`config.mk`:
```
export PLATFORM = sky130hd
export DESIGN_NAME = twls_ctrl
export DESIGN_NICKNAME = d
export VERILOG_FILES = /design/src/design/twls_pkg.sv /design/src/design/twls_ctrl.sv
export SDC_FILE = /design/constraint.sdc
export NUM_CORES = 1
export LEC_CHECK = 0
export BUFFER_PORTS_ARGS = -buffer_cell sky130_fd_sc_hd__buf_4
export CAP_MARGIN = 20
export CORE_AREA = 2 2 39 41
export DETAILED_ROUTE_END_ITERATION = 10
export DIE_AREA = 0 0 41 43
export GPL_TIMING_DRIVEN = 1
export PLACE_DENSITY = 0.77
export SYNTH_ARGS = -nofsm -noshare
export SYNTH_HDL_FRONTEND = slang
export SYNTH_SLANG_ARGS = --single-unit
```
`constraint.sdc`:
```
create_clock -name clk -period 1.6 [get_ports clk]
set_input_delay 0.4 -clock clk [delete_from_list [all_inputs] [get_ports clk]]
set_output_delay 0.4 -clock clk [all_outputs]
set_load 0.05 [all_outputs]
```
`src/design/twls_pkg.sv`:
```
// twls_pkg: shared constants, codes and controller/datapath signal groups
// for the two-level weighted sampler; no dependencies
`default_nettype none

package twls_pkg;

  localparam int DEF_MAX_ROWS    = 16;
  localparam int DEF_MAX_COLS    = 256;
  localparam int DEF_WEIGHT_BITS = 16;
  localparam int FILL_WEIGHT     = 100;

  localparam int KIND_W     = 2;
  localparam int ROW_W      = 4;
  localparam int COL_W      = 8;
  localparam int VALUE_W    = 16;
  localparam int FRAC_W     = 32;
  localparam int STATUS_W   = 2;
  localparam int WEIGHT_W   = 16;
  localparam int TOTAL_W    = 36;
  localparam int IN_DATA_W  = 64;
  localparam int OUT_DATA_W = 64;
  localparam int CFG_IDX_W  = 2;
  localparam int CFG_DATA_W = 9;

  localparam logic [KIND_W-1:0] KIND_SAMPLE = 2'd0;
  localparam logic [KIND_W-1:0] KIND_INC    = 2'd1;
  localparam logic [KIND_W-1:0] KIND_DEC    = 2'd2;
  localparam logic [KIND_W-1:0] KIND_SET    = 2'd3;

  localparam logic [STATUS_W-1:0] ST_OK      = 2'd0;
  localparam logic [STATUS_W-1:0] ST_EMPTY   = 2'd1;
  localparam logic [STATUS_W-1:0] ST_REFUSED = 2'd2;
  localparam logic [STATUS_W-1:0] ST_RANGE   = 2'd3;

  localparam logic [CFG_IDX_W-1:0] CFG_ROWS = 2'd0;
  localparam logic [CFG_IDX_W-1:0] CFG_COLS = 2'd1;

  typedef struct packed {
    logic load;
    logic clear;
    logic mul_step;
    logic row_start;
    logic row_step;
    logic col_start;
    logic col_step;
    logic upd_wr;
    logic res_pick;
    logic res_fail;
    logic res_oor;
    logic out_load;
  } dp_cmd_t;

  typedef struct packed {
    logic refill;
    logic clr_last;
    logic is_sample;
    logic mul_last;
    logic row_hit;
    logic row_last;
    logic col_hit;
    logic col_last;
    logic oor;
    logic out_free;
  } dp_stat_t;

endpackage

`default_nettype wire

```
`src/design/twls_ctrl.sv`:
```
// twls_ctrl: sequencing state machine for the sampler, drives the datapath
// through command flags and follows its status; depends on twls_pkg
`default_nettype none

module twls_ctrl (
  input  wire logic               clk,
  input  wire logic               rst_n,
  input  wire logic               in_valid,
  input  wire logic               cfg_valid,
  output logic                    in_ready,
  input  wire twls_pkg::dp_stat_t stat,
  output twls_pkg::dp_cmd_t       cmd
);

  import twls_pkg::*;

  localparam logic [3:0] S_CLEAR = 4'd0;
  localparam logic [3:0] S_IDLE  = 4'd1;
  localparam logic [3:0] S_DISP  = 4'd2;
  localparam logic [3:0] S_MUL   = 4'd3;
  localparam logic [3:0] S_RSCAN = 4'd4;
  localparam logic [3:0] S_CSCAN = 4'd5;
  localparam logic [3:0] S_URD   = 4'd6;
  localparam logic [3:0] S_UWR   = 4'd7;
  localparam logic [3:0] S_EMIT  = 4'd8;

  logic [3:0] state_r, state_nxt;
  logic       accept;

  assign in_ready = (state_r == S_IDLE) && !cfg_valid;
  assign accept   = in_valid && in_ready;

  always_comb begin
    cmd       = '0;
    state_nxt = state_r;
    case (state_r)
      S_CLEAR: begin
        cmd.clear = 1'b1;
        if (stat.clr_last) begin
          state_nxt = S_IDLE;
        end
      end
      S_IDLE: begin
        if (accept) begin
          cmd.load  = 1'b1;
          state_nxt = S_DISP;
        end
      end
      S_DISP: begin
        state_nxt = stat.is_sample ? S_MUL : S_URD;
      end
      S_MUL: begin
        cmd.mul_step = 1'b1;
        if (stat.mul_last) begin
          cmd.row_start = 1'b1;
          state_nxt     = S_RSCAN;
        end
      end
      S_RSCAN: begin
        cmd.row_step = 1'b1;
        if (stat.row_hit) begin
          cmd.col_start = 1'b1;
          state_nxt     = S_CSCAN;
        end else if (stat.row_last) begin
          cmd.res_fail = 1'b1;
          state_nxt    = S_EMIT;
        end
      end
      S_CSCAN: begin
        cmd.col_step = 1'b1;
        if (stat.col_hit) begin
          cmd.res_pick = 1'b1;
          state_nxt    = S_EMIT;
        end else if (stat.col_last) begin
          cmd.res_fail = 1'b1;
          state_nxt    = S_EMIT;
        end
      end
      S_URD: begin
        if (stat.oor) begin
          cmd.res_oor = 1'b1;
          state_nxt   = S_EMIT;
        end else begin
          state_nxt = S_UWR;
        end
      end
      S_UWR: begin
        cmd.upd_wr = 1'b1;
        state_nxt  = S_EMIT;
      end
      S_EMIT: begin
        if (stat.out_free) begin
          cmd.out_load = 1'b1;
          state_nxt    = S_IDLE;
        end
      end
      default: begin
        state_nxt = S_IDLE;
      end
    endcase
    // a size write refills the table
    if (stat.refill) begin
      state_nxt = S_CLEAR;
    end
  end

  always_ff @(posedge clk) begin
    if (!rst_n) begin
      state_r <= S_CLEAR;
    end else begin
      state_r <= state_nxt;
    end
  end

endmodule

`default_nettype wire

```
==> results_dict.tcl <==
set metrics [dict create \
    post-place-ws_ns 0.0169 \
    cts_tree "done" \
    crit_fanout 8 \
    synth.ff_latch_count 4 \
    registers.top_by_ff_count "state_r" \
    critPathLaunchType "flop" \
    die_outline_area_sq_mm 0.00176 \
    dr_drc_count 0 \
    vias_per_cell 5.57 \
    power_frac_seq_pct 26.1 \
    synthesized_area_per_cell_sq_um 7.99 \
    setup-violations-final 13 \
    clockBufferDepth 2 \
    std_cell_rows 14 \
    cts_root_buf "clkbuf_4" \
    drt-pass1-iter-count 4 \
    comb_power_share_pct 41.7 \
    timing.slew.headroom_pct 68.5 \
    maximum_number_of_pins_on_one_net_before_global_route_repair 10 \
    critical_path_cell_by_cell "buf_12 > nor4b_4 > nand3b_1 > nand2_2 > buf_8" \
    timing.hold.ws_ns 0.499 \
    worstPathArrival_ns 1.33 \
    die_width_um 41 \
    timing.critical_path.from "state_r[0]" \
    worstReg2RegStart "state_r[0]" \
    violated_checks "setup timing" \
    max_clock_freq_ghz 0.577 \
    hold_buffers 0 \
    fill_cells 85 \
    share_of_post_route_cells_with_drive_strength_above_1_pct 68.1 \
    rsz_0062_raised_after_global_routing "yes" \
    initial_antenna_violation_count 0 \
    largest_register_ffs 4 \
    syn-num-nets 84 \
    postSynth.asyncResetShare_pct 0 \
    powerDensity_mw_per_mm2 353 \
    switching_share_pct 33.2 \
    total_switching_power_mw 0.131 \
    antenna_diodes 0 \
    run_status "finished with violations" \
    via_count_of_the_first_global_routing_pass 656 \
    flow.area_growth_from_synthesis_pct 99.8 \
    finalCoreUtilization_pct 80.7 \
    synth-warning-count 0 \
    initial_utilization_pct 40.4 \
    synth_top_cell_by_area "dfxtp_1" \
    ys_seq_area_share_pct 14.3 \
    power.ir.vdd_worst_v 0.000328 \
    synth.most_common_cell "nor2_1" \
    clock_buffer_count_from_cts 3 \
    num_vias 719 \
    globalRouteOverflowTotal 0 \
    max_stage_delay_ns 0.32 \
    netlist_area_sq_um 559 \
    timing.final.crit_share_pct 108 \
    hp-class "in -> reg" \
    biggestRegsByFlops "state_r x4" \
    dp.final_hpwl_um 1260 \
    synth-edff-count 0 \
    cp_slowest_cell "dfxtp_2" \
    crit_required_ns 1.20 \
    internal-power_mw 0.264 \
    netlist_top_cells_count "8 x nor2_1, 6 x inv_1, 5 x nand2_1" \
    ys_dominant_reg_cell "dfxtp_1" \
    synthCells 70 \
    finalClockSkew_ns 0.00843 \
    grtUsageTotal_pct 25.9 \
    place.gp.congestion 0.855 \
    numPortBuffers 26 \
    netlist-cell-type-count 37 \
    finalWorstPathRequiredPeriod_ns 1.73 \
    htree_num_levels 1 \
    critPathCaptureType "primary output" \
    worst_tran_pin_value_ns 0.467 \
    clkTransAtPathRegs_ns 0.04 \
    first_pass_grt_wire_length_um 3060 \
    synthDominantCellAreaShare_pct 14.3 \
    power_frac_clock_pct 32.2 \
    hold_viol_final 0 \
    cellLeakagePower_nw 0.479 \
    min_from "stat[0]" \
    final_antenna_net_count 0 \
    clkSinkCount 4 \
    first_iter_violations 29 \
    num-nets-final 129 \
    floorplan.io_pins 27 \
    routed_wire_length_per_instance_um 16.6 \
    max_cap_violations 0 \
    report.final.slew_viol_count 0 \
    final_critical_path_setup_slack_ns -0.132 \
    coreArea_sq_mm 0.00138 \
    setup.worst_path.class "reg -> out" \
    postRouteWirelength_um 2140 \
    insertion_delay_ns 0.24 \
    synthTopCellsByArea "dfxtp_1 14%, nor2_1 5.4%, nor4b_4 4.3%" \
    dieHeight_um 43 \
]
-- power by group through the flow --
stage / Sequential [mW] / Combinational, mW / Clock (mW)
2_1_floorplan: 0.108 / 0.0785 / 0
3_3_place_gp: 0.108 / 0.131 / 0
3_5_place_dp: 0.108 / 0.135 / 0
4_1_cts: 0.103 / 0.149 / 0.134
5_1_grt: 0.103 / 0.173 / 0.139
6_report: 0.103 / 0.165 / 0.127
-- metrics by stage --
| stage | area, sq um | TNS, ns | total power [mW] | std cells |
|---|---|---|---|---|
| 3_3_place_gp | 897 | 0 | 0.239 | 118 |
| 3_5_place_dp | 897 | 0 | 0.244 | 118 |
| 4_1_cts | 1070 | -0.755 | 0.387 | 127 |
| 6_report | 1120 | -1.04 | 0.395 | 129 |
| 2_1_floorplan | 629 | -1.62 | 0.187 | 70 |
| 5_1_grt | 1120 | -1.71 | 0.415 | 129 |
-- metal layers --
metal / GRT usage (%) / vias to the layer above / share of wire, %
li1: - / 335 / -
met1: 31.2 / 363 / 41
met2: 42.8 / 17 / 55
met3: 4.71 / 4 / 2.7
met4: 10.0 / 0 / 1.2
met5: 0 / - / 0
-- repair_timing --
action / 4_1_cts / 5_1_grt
endpoints found under the setup margin: 12 / 16
gates resized for setup: 25 / 9
pin swaps: 7 / 3
buffers inserted: 6 / 2
-- final cells by class --
cell class                 count  area (sq um)  share of cell area [%]
clock buffer                   3          22.5                    2.02
inverter                       6          22.5                    2.02
multi-input combinational     56           522                    46.7
tap                           16          20.0                    1.79
timing repair buffer          44           438                    39.2
sequential                     4          92.6                    8.29
-- cell usage in the layout (no fill, tap or decap), types with 3 or more instances in the layout --
| cell | Yosys | routed |
|---|---|---|
| and2_4 | 0 | 4 |
| buf_4 | 1 | 27 |
| buf_6 | 2 | 8 |
| buf_8 | 0 | 7 |
| clkbuf_4 | 0 | 3 |
| dfxtp_4 | 0 | 3 |
| inv_1 | 6 | 6 |
| nand2_1 | 5 | 3 |
| nor2_1 | 8 | 5 |
| nor2_4 | 0 | 3 |
| nor4b_4 | 1 | 3 |
-- logic make-up after synthesis --
| logic type | after synthesis | share of synthesized area, % |
|---|---|---|
| muxes | 3 | 6.26 |
| AOI/OAI and AO/OA | 13 | 20.1 |
| buffers and inverters | 10 | 10.3 |
| and+or+nand+nor | 40 | 49.0 |
| DFF | 4 | 14.3 |
-- critical path, delay by kind of cell, from the launching register on --
family,cells,cell delay (ns)
buf+inv,2,0.28
simple gates,3,0.50
flops,1,0.32
-- final timing paths --
kind                                    to  slack, ns  cells after the start
worst max register to register  state_r[1]      -0.06                      6
worst min register to register  state_r[0]       0.75                      3
worst min-delay path            state_r[3]       0.50                      4
worst max-delay path                cmd[2]      -0.13                      5
(Power assumes the default switching activity.)
